File: src/hdl/lsha_pkg.sv
// Shared SHA-256 constants and round helper functions for the set-hash accumulator.
`default_nettype none
package lsha_pkg;

   typedef logic [31:0] word_type;

   localparam logic [255:0] SHA_IV = {
      32'h6a09e667, 32'hbb67ae85, 32'h3c6ef372, 32'ha54ff53a,
      32'h510e527f, 32'h9b05688c, 32'h1f83d9ab, 32'h5be0cd19
   };

   localparam word_type SHA_K [64] = '{
      32'h428a2f98, 32'h71374491, 32'hb5c0fbcf, 32'he9b5dba5,
      32'h3956c25b, 32'h59f111f1, 32'h923f82a4, 32'hab1c5ed5,
      32'hd807aa98, 32'h12835b01, 32'h243185be, 32'h550c7dc3,
      32'h72be5d74, 32'h80deb1fe, 32'h9bdc06a7, 32'hc19bf174,
      32'he49b69c1, 32'hefbe4786, 32'h0fc19dc6, 32'h240ca1cc,
      32'h2de92c6f, 32'h4a7484aa, 32'h5cb0a9dc, 32'h76f988da,
      32'h983e5152, 32'ha831c66d, 32'hb00327c8, 32'hbf597fc7,
      32'hc6e00bf3, 32'hd5a79147, 32'h06ca6351, 32'h14292967,
      32'h27b70a85, 32'h2e1b2138, 32'h4d2c6dfc, 32'h53380d13,
      32'h650a7354, 32'h766a0abb, 32'h81c2c92e, 32'h92722c85,
      32'ha2bfe8a1, 32'ha81a664b, 32'hc24b8b70, 32'hc76c51a3,
      32'hd192e819, 32'hd6990624, 32'hf40e3585, 32'h106aa070,
      32'h19a4c116, 32'h1e376c08, 32'h2748774c, 32'h34b0bcb5,
      32'h391c0cb3, 32'h4ed8aa4a, 32'h5b9cca4f, 32'h682e6ff3,
      32'h748f82ee, 32'h78a5636f, 32'h84c87814, 32'h8cc70208,
      32'h90befffa, 32'ha4506ceb, 32'hbef9a3f7, 32'hc67178f2
   };

   localparam logic [7:0] PAD_BYTE = 8'h80;
   localparam logic [7:0] BYTE_MASK = 8'hff;

   function automatic word_type big_sig0(input word_type x);
      return {x[1:0], x[31:2]} ^ {x[12:0], x[31:13]} ^ {x[21:0], x[31:22]};
   endfunction

   function automatic word_type big_sig1(input word_type x);
      return {x[5:0], x[31:6]} ^ {x[10:0], x[31:11]} ^ {x[24:0], x[31:25]};
   endfunction

   function automatic word_type sml_sig0(input word_type x);
      return {x[6:0], x[31:7]} ^ {x[17:0], x[31:18]} ^ {3'b000, x[31:3]};
   endfunction

   function automatic word_type sml_sig1(input word_type x);
      return {x[16:0], x[31:17]} ^ {x[18:0], x[31:19]} ^ {10'd0, x[31:10]};
   endfunction

endpackage
`default_nettype wire

File: src/hdl/lsha_core.sv
// Iterative SHA-256 compression unit: one round per cycle.
`default_nettype none
module lsha_core (
   input  wire logic         clock,
   input  wire logic         reset,
   input  wire logic         start,
   input  wire logic [511:0] block,
   input  wire logic [255:0] chain_in,
   output logic              done,
   output logic [255:0]      chain_sum
);
   import lsha_pkg::*;

   word_type st_ff [8];
   word_type st_in [8];
   word_type w_ff  [16];
   word_type w_in  [16];
   logic [5:0] rnd_ff, rnd_in;
   logic       busy_ff, busy_in;
   logic       done_ff, done_in;

   word_type t1, t2, w_new;

   always_comb begin
      t1 = st_ff[7] + big_sig1(st_ff[4]) + ((st_ff[4] & st_ff[5]) ^ (~st_ff[4] & st_ff[6]))
         + SHA_K[rnd_ff] + w_ff[0];
      t2 = big_sig0(st_ff[0])
         + ((st_ff[0] & st_ff[1]) ^ (st_ff[0] & st_ff[2]) ^ (st_ff[1] & st_ff[2]));
      w_new = sml_sig1(w_ff[14]) + w_ff[9] + sml_sig0(w_ff[1]) + w_ff[0];
      st_in   = st_ff;
      w_in    = w_ff;
      rnd_in  = rnd_ff;
      busy_in = busy_ff;
      done_in = 1'b0;
      if (start) begin
         // load working variables and the message words
         for (int i = 0; i < 8; i++) begin
            st_in[i] = chain_in[255 - 32*i -: 32];
         end
         for (int i = 0; i < 16; i++) begin
            w_in[i] = block[511 - 32*i -: 32];
         end
         rnd_in  = 6'd0;
         busy_in = 1'b1;
      end else if (busy_ff) begin
         st_in[0] = t1 + t2;
         st_in[1] = st_ff[0];
         st_in[2] = st_ff[1];
         st_in[3] = st_ff[2];
         st_in[4] = st_ff[3] + t1;
         st_in[5] = st_ff[4];
         st_in[6] = st_ff[5];
         st_in[7] = st_ff[6];
         for (int i = 0; i < 15; i++) begin
            w_in[i] = w_ff[i+1];
         end
         w_in[15] = w_new;
         rnd_in   = rnd_ff + 6'd1;
         if (rnd_ff == 6'd63) begin
            busy_in = 1'b0;
            done_in = 1'b1;
         end
      end
   end

   always_ff @(posedge clock) begin
      st_ff  <= st_in;
      w_ff   <= w_in;
      rnd_ff <= rnd_in;
      if (reset) begin
         busy_ff <= 1'b0;
         done_ff <= 1'b0;
      end else begin
         busy_ff <= busy_in;
         done_ff <= done_in;
      end
   end

   always_comb begin
      for (int i = 0; i < 8; i++) begin
         chain_sum[255 - 32*i -: 32] = chain_in[255 - 32*i -: 32] + st_ff[i];
      end
   end

   assign done = done_ff;

endmodule
`default_nettype wire

File: src/hdl/lsha_hasher.sv
// Byte-stream SHA-256 hasher with padding sequencer; returns to the initial state after each digest.
`default_nettype none
module lsha_hasher (
   input  wire logic   clock,
   input  wire logic   reset,
   input  wire logic   byte_valid,
   input  wire logic [7:0] byte_data,
   input  wire logic   finish,
   output logic        byte_ready,
   output logic        done,
   output logic [255:0] digest
);
   import lsha_pkg::*;

   localparam logic [2:0] H_IDLE = 3'd0;
   localparam logic [2:0] H_COMP = 3'd1;
   localparam logic [2:0] H_P80  = 3'd2;
   localparam logic [2:0] H_PZ   = 3'd3;
   localparam logic [2:0] H_LEN  = 3'd4;
   localparam logic [2:0] H_DONE = 3'd5;

   logic [2:0]   state_ff, state_in;
   logic [2:0]   ret_ff, ret_in;
   logic [511:0] buf_ff, buf_in;
   logic [63:0]  cnt_ff, cnt_in;
   logic [63:0]  len_ff, len_in;
   logic [2:0]   idx_ff, idx_in;
   logic [255:0] chain_ff, chain_in;
   logic [255:0] digest_ff, digest_in;
   logic         done_ff, done_in;

   logic         absorb;
   logic [7:0]   ab_byte;
   logic [2:0]   ab_next;
   logic         core_start, core_done;
   logic [255:0] core_sum;

   always_comb begin
      state_in   = state_ff;
      ret_in     = ret_ff;
      len_in     = len_ff;
      idx_in     = idx_ff;
      chain_in   = chain_ff;
      digest_in  = digest_ff;
      done_in    = 1'b0;
      absorb     = 1'b0;
      ab_byte    = byte_data;
      ab_next    = H_IDLE;
      case (state_ff)
         H_IDLE: begin
            if (byte_valid) begin
               absorb = 1'b1;
            end else if (finish) begin
               len_in   = {cnt_ff[60:0], 3'b000};
               state_in = H_P80;
            end
         end
         H_COMP: begin
            if (core_done) begin
               chain_in = core_sum;
               state_in = ret_ff;
            end
         end
         H_P80: begin
            absorb  = 1'b1;
            ab_byte = PAD_BYTE;
            ab_next = H_PZ;
         end
         H_PZ: begin
            if (cnt_ff[5:0] == 6'd56) begin
               idx_in   = 3'd7;
               state_in = H_LEN;
            end else begin
               absorb  = 1'b1;
               ab_byte = 8'd0;
               ab_next = H_PZ;
            end
         end
         H_LEN: begin
            absorb  = 1'b1;
            ab_byte = len_ff[{idx_ff, 3'b000} +: 8];
            ab_next = (idx_ff == 3'd0) ? H_DONE : H_LEN;
            idx_in  = idx_ff - 3'd1;
         end
         H_DONE: begin
            // hold the digest, then drop back to the initial hash state
            digest_in = chain_ff;
            done_in   = 1'b1;
            chain_in  = SHA_IV;
            state_in  = H_IDLE;
         end
         default: begin
            state_in = H_IDLE;
         end
      endcase
      buf_in     = buf_ff;
      cnt_in     = cnt_ff;
      core_start = 1'b0;
      if (absorb) begin
         buf_in = {buf_ff[503:0], ab_byte};
         cnt_in = cnt_ff + 64'd1;
         if (cnt_ff[5:0] == 6'd63) begin
            core_start = 1'b1;
            ret_in     = ab_next;
            state_in   = H_COMP;
         end else begin
            state_in = ab_next;
         end
      end
      if (state_ff == H_DONE) begin
         cnt_in = 64'd0;
      end
   end

   lsha_core u_core (
      .clock     (clock),
      .reset     (reset),
      .start     (core_start),
      .block     (buf_in),
      .chain_in  (chain_ff),
      .done      (core_done),
      .chain_sum (core_sum)
   );

   always_ff @(posedge clock) begin
      buf_ff    <= buf_in;
      len_ff    <= len_in;
      idx_ff    <= idx_in;
      digest_ff <= digest_in;
      ret_ff    <= ret_in;
      if (reset) begin
         state_ff <= H_IDLE;
         cnt_ff   <= 64'd0;
         chain_ff <= SHA_IV;
         done_ff  <= 1'b0;
      end else begin
         state_ff <= state_in;
         cnt_ff   <= cnt_in;
         chain_ff <= chain_in;
         done_ff  <= done_in;
      end
   end

   assign byte_ready = (state_ff == H_IDLE);
   assign done       = done_ff;
   assign digest     = digest_ff;

endmodule
`default_nettype wire

File: config.mk
export PLATFORM = sky130hd
export DESIGN_NAME = lsha_hasher
export DESIGN_NICKNAME = d
export VERILOG_FILES = /design/src/hdl/lsha_pkg.sv /design/src/hdl/lsha_core.sv /design/src/hdl/lsha_hasher.sv
export SDC_FILE = /design/constraint.sdc
export NUM_CORES = 2
export LEC_CHECK = 0
export BUFFER_PORTS_ARGS = -buffer_cell sky130_fd_sc_hd__buf_2
export CAP_MARGIN = 25
export CORE_MARGIN = 3
export CORE_UTILIZATION = 45
export CTS_CLUSTER_SIZE = 28
export DETAILED_ROUTE_END_ITERATION = 8
export PLACE_DENSITY = 0.65
export SYNTH_ARGS = -nofsm -noshare
export SYNTH_HDL_FRONTEND = slang
export SYNTH_SLANG_ARGS = --single-unit
File: constraint.sdc
create_clock -name clock -period 28.9 [get_ports clock]
set_input_delay 2.89 -clock clock [delete_from_list [all_inputs] [get_ports clock]]
set_output_delay 2.89 -clock clock [all_outputs]
set_load 0.05 [all_outputs]
# Word-level counts from Yosys, hierarchy flattened

Memories as Yosys holds them, arrays and structs flattened.
Index checks and enable logic that the tools add are counted.
Widths: inputs -> output; s select.

Memories kept: 1
Latch bits: 0
RAM bits: 0
Bits in registers: 1,935
Memory bits (read-only): 2,048
Logic and storage cells: 141

Memories:

| memory           | depth | width | read ports | clocked after Yosys merged registers in | wr ports | RTL line        | text |
|---|---|---|---|---|---|---|---|
| (name not given) | 64    | 32    | 1          | 0                                       | 0        | lsha_core.sv:26 | `+ SHA_K[rnd_ff] + w_ff[0];` |

Div/mod/pow operators: 0
Multipliers: 0
Equal/unequal tests: 15
Bitwise operators: 20
$add $sub $neg: 21
Muxes and demuxes: 33
Shifts and indexed selects: 1
Reductions and logical operators: 13
Order comparisons: 1

Operator list:

| operator              | number |
|---|---|
| $mux 512              | 3 |
| $mux 256              | 3 |
| $add 32x32->32        | 18 |
| $pmux 256 s2          | 1 |
| $xor 32x32->32        | 9 |
| $and 32x32->32        | 5 |
| $add 64x1->64 const B | 1 |
| $mux 32               | 2 |
| $shiftx 64x7->8       | 1 |
| $not 32->32           | 1 |
| $xor 32x22->32        | 1 |
| $xor 32x29->32        | 1 |
| $pmux 8 s3            | 1 |
| $mux 3                | 7 |
| $eq 6x6->1 const B    | 3 |
| $pmux 3 s4            | 1 |
| $mux 1                | 10 |
| $ne 3x2->1 const B    | 3 |
| $pmux 3 s3            | 1 |
| $mux 8                | 1 |
| $ge 7x7->1 const B    | 1 |
| $not 6->7             | 1 |
| $add 6x1->6 const B   | 1 |
| $eq 3x2->1 const B    | 2 |
| 17 further kinds      | 26 |

# Longest topological paths before layout

Word-level depth: 9
Gate-level depth with buffers: 43
Depth with buffers taken out: 40

# Cells and area by module

A second synthesis with hierarchy kept.

Cells, all modules: 9,230
Area, all modules: 98,609.6 sq um

Modules (own cells, without submodules):

| module      | instances | area each (sq um) | cells each | seq. area each (sq um) |
|---|---|---|---|---|
| lsha_core   | 1         | 60,287.8          | 5,558      | 23,222.3 |
| lsha_hasher | 1         | 38,321.8          | 3,672      | 26,375.3 |

# Worst setup path after synthesis

No wires, ideal clock.

Path kind: in2reg
Start point: input byte_valid
End point: register u_core.st_ff[0] in the netlist's numbering (enable)
Library setup time: 1,278 ps
Required time: 27,622 ps
Setup slack: 6,572 ps
Stages: 5
Path buffers: 1
Arrival: 21,050 ps
Cells stage by stage: nor3_1 a221oi_2 nand2_1 clkbuf_1 nand2b_1

Longest elaborated chain between the ends: 4

RTL lines:

| element                            | RTL line          | text |
|---|---|---|
| start: declaration                 | lsha_hasher.sv:6  | `input wire logic byte_valid,` |
| $mux 1                             | lsha_hasher.sv:51 | `if (byte_valid) begin` |
| $pmux 1 s3                         | lsha_hasher.sv:49 | `case (state_ff)` |
| $mux 1                             | lsha_hasher.sv:99 | `if (absorb) begin` |
| $reduce_bool 2->1 (no source line) | -                 |  |
| end signal: assignment             | lsha_core.sv:67   | `st_ff <= st_in;` |
| end: declaration                   | lsha_core.sv:14   | `word_type st_ff [8];` |

No other way between the ends.
A chain may end at the register's enable or synchronous reset.

==> tab_implementation.tex <==
\begin{tabular}{lr}
\hline
Metric & Value \\
\hline
\multicolumn{2}{l}{\textbf{Synthesis}} \\
Leading area contributor after synthesis & edfxtp\_1 \\
Post-synthesis simple-gate area fraction & 0.149 \\
Async set-reset flop share out of synthesis & 0 \\
Share of cell area taken by muxes after synthesis & 0.0645 \\
Xor/xnor cell area share of the yosys netlist & 0.0561 \\
Netlist area before placement & 97800 um\^{}2 \\
Largest family of logic cells by synthesized area & simple AND/OR/NAND/NOR gates \\
Post-synthesis cell count & 9648 \\
Number of warnings printed during yosys synthesis & 0 \\
Flip-flop and latch count after synthesis & 1932 \\
Post-synthesis share of cell area spent on full adders, half adders and majority gates & 0.0930 \\
Average instance area after synthesis & 10.1 um\^{}2 \\
Post-synthesis sequential area ratio & 0.507 \\
Synth Net Count & 10251 \\
Cell variety after synth & 90 \\
Count of flip-flops with a built-in enable after synthesis & 1091 \\
Leading register cell type out of synthesis & edfxtp\_1 \\
Complex-gate fraction of the synthesized area & 0.0999 \\
Synth top area cells & edfxtp\_1 33\%, dfxtp\_1 17\%, nand2\_1 10\% \\
Top cell type's share of synthesized area & 0.335 \\
\multicolumn{2}{l}{\textbf{STA}} \\
Number of endpoints with negative hold slack in the final report & 0 \\
Setup Total Neg Slack & 0 ns \\
Number of setup violations in the final report & 0 \\
Slew @ Worst Pin & 1.14 ns \\
Max Clk Rate & 94.7 MHz \\
Setup repair after global routing missed its margin & false \\
Min Tclk post-route & 10.56 ns \\
Final worst-path cycle share & 0.365 \\
Worst slew slack as a fraction of its limit & 0.238 \\
Worst-case clock skew & 0.0432 ns \\
Pins Over Slew Limit & 0 \\
\multicolumn{2}{l}{\textbf{Die}} \\
Die Span X & 472 um \\
Count of pins on the block boundary & 270 \\
Floorplan die area & 223000 um\^{}2 \\
Area inside the core boundary & 215000 um\^{}2 \\
Height of the die & 472 um \\
Initial standard-cell utilization of the core & 0.454 \\
Row cnt & 170 \\
\multicolumn{2}{l}{\textbf{Detailed routing}} \\
Vias per inst & 5.60 \\
Iteration-0 DRC Markers & 7345 \\
Antenna Violating Nets Remaining & 0 \\
Routed length per instance & 23.5 um \\
Residual DRC & 0 \\
Total iterations of the first detailed-routing run & 6 \\
Count of vias placed by the detailed router & 71410 \\
Routed WL & 300000 um \\
\multicolumn{2}{l}{\textbf{Global routing}} \\
Vias in the first global route & 68041 \\
Wire length of the first global-routing pass & 443000 um \\
GR Overflow Total & 0 \\
Total global routing track utilization & 0.263 \\
Initial antenna violation count & 8 \\
Maximum number of pins on one net before global-route repair & 193 \\
\multicolumn{2}{l}{\textbf{Clocking}} \\
Clock buffers created by TritonCTS & 202 \\
CTS max path bufs & 3 \\
Post-CTS setup buffer count & 0 \\
Clock latency at the later pin of the worst-skew pair & 0.89 ns \\
Quantity of gates resized following cts & 0 \\
TritonCTS clock tree & done \\
Clk sink count & 1932 \\
Clock root buffer & clkbuf\_16 \\
Number of buffers added to fix hold violations after cts & 0 \\
Register clock-pin slew on the reported worst setup and hold paths & 0.07 ns \\
H-tree depth reported by CTS & 4 \\
\multicolumn{2}{l}{\textbf{Cells and area}} \\
Most common cell after layout, fill and taps aside & nand2\_1 \\
Utilization of the core after routing & 0.505 \\
Layout overhead on the synthesized area & 11.2\% \\
Layout Nets & 10332 \\
FILL cells & 19246 \\
Layout cell share with drive strength beyond 1 & 0.126 \\
Most frequent cells in the layout & 2652 x nand2\_1, 1091 x edfxtp\_1, 837 x dfxtp\_1, 504 x a21oi\_1, 495 x mux2\_2 \\
\multicolumn{2}{l}{\textbf{Worst setup path}} \\
Crit-path slowest cell & ha\_1 \\
Largest stage delay on the critical path & 0.65 ns \\
Critical path startpoint category & register \\
Required time at the endpoint of the critical path & 29.47 ns \\
Class of the most critical setup path & reg2reg \\
CP bufs+invs & 5 \\
Critical Path End Type & register \\
Crit-path most repeated cell & fa\_1 \\
WP data arrival & 11.13 ns \\
Cell class contributing the biggest share of worst-path delay & adder cells \\
Max Fanout on Critical Path & 26 \\
\multicolumn{2}{l}{\textbf{Pwr}} \\
Peak supply drop & 68.2 uV \\
Leakage & 43.6 nW \\
Pwr per Cell Area & 69.5 nW/um\^{}2 \\
\multicolumn{2}{l}{\textbf{Place}} \\
Last weighted congestion value of the routability-driven placer & 0.979 \\
Total half-perimeter wirelength after legalization and detailed placement & 217000 um \\
Count of buffers inserted at the top-level ports & 269 \\
\multicolumn{2}{l}{\textbf{Status}} \\
Run status & complete, no violations \\
\multicolumn{2}{l}{\textbf{Min path}} \\
Class of the worst hold path & reg2reg \\
\multicolumn{2}{l}{\textbf{Job}} \\
Number of max-capacitance violations reported & 0 \\
\hline
\end{tabular}
-- cells in the mapped netlist, types with 57 or more instances --
library cell / number
ha_1: 396
mux2_2: 495
edfxtp_1: 1091
fa_1: 195
a21oi_1: 504
nor2_1: 415
nand2_1: 2654
xor2_1: 222
dfxtp_1: 841
o211ai_1: 107
a21o_1: 146
nor3_1: 112
inv_1: 309
o21a_1: 57
nand2b_1: 59
xnor2_1: 405
o21ai_0: 362
a211oi_1: 76
clkbuf_1: 418
nand3_1: 107
-- layer usage --
layer / up-vias / wire length [um] / GRT usage
met5: - / 36 / 0
met4: 6 / 12500 / 0.104
met3: 512 / 23100 / 0.0483
met2: 2616 / 131000 / 0.398
met1: 34748 / 133000 / 0.374
li1: 33528 / - / -
-- power by group --
part	switching, mW	total (mW)	internal, mW
registers	0.0859	3.20	3.11
logic	1.09	1.66	0.572
clock network	1.15	2.71	1.56
-- kinds of logic (layout without fill, tap and decap cells) --
group	count (synthesis)	count (layout)
muxes	550	550
DFF	1932	1932
xor gates and xnor gates	627	627
buffers and inverters	780	1040
AOI/OAI and AO/OA	1553	1553
adders and majority gates	615	615
and+or+nand+nor	3591	3591
other	0	3
-- through the flow --
step	setup WS, ns	power (mW)	hold slack, ns	std cells	instance area [um^2]
CTS	18.35	7.59	0.439	12740	109000
finish	18.34	7.57	0.438	12749	109000
detailed placement	18.42	4.87	0.431	12357	102000
global route	17.83	7.91	0.463	12748	109000
floorplan	6.57	4.38	0.413	9648	97800
global placement	18.41	4.85	0.424	12355	102000
-- final timing paths --
check | startpoint | endpoint | slack [ns] | cells past startpoint
max | u_core.rnd_ff[1] | u_core.st_ff[254] | 18.34 | 35
min | buf_ff[194] | buf_ff[202] | 0.44 | 2
max reg2reg | u_core.rnd_ff[1] | u_core.st_ff[254] | 18.34 | 35
min reg2reg | buf_ff[194] | buf_ff[202] | 0.44 | 2
-- layout make-up --
type	instances	area, um^2	area share
clock buffer	271	5640	0.0518
tap	2838	3550	0.0326
clock inverter	112	1320	0.0121
sequential	1932	49600	0.456
antenna	3	7.51	0.0000690
multi-input combinational	6936	45400	0.417
timing repair buffer	346	2150	0.0198
inverter	311	1180	0.0109
-- registers in the layout, indices dropped and copies added (netlist names), 6 cells and up --
register / flops
len_ff: 61
chain_ff: 256
cnt_ff: 61
u_core.rnd_ff: 6
buf_ff: 512
u_core.st_ff: 256
digest: 256
u_core.w_ff: 512
-- worst register-to-register path: cells and delay by family, from the launching register on --
| family | cells | cell delay (ns) |
|---|---|---|
| compound gates | 15 | 3.47 |
| xor+xnor | 2 | 0.55 |
| fa+ha+maj | 8 | 3.49 |
| buf+inv | 5 | 1.12 |
| flops | 1 | 0.31 |
| simple gates | 5 | 1.37 |
Power figures use the tool's default switching activity.
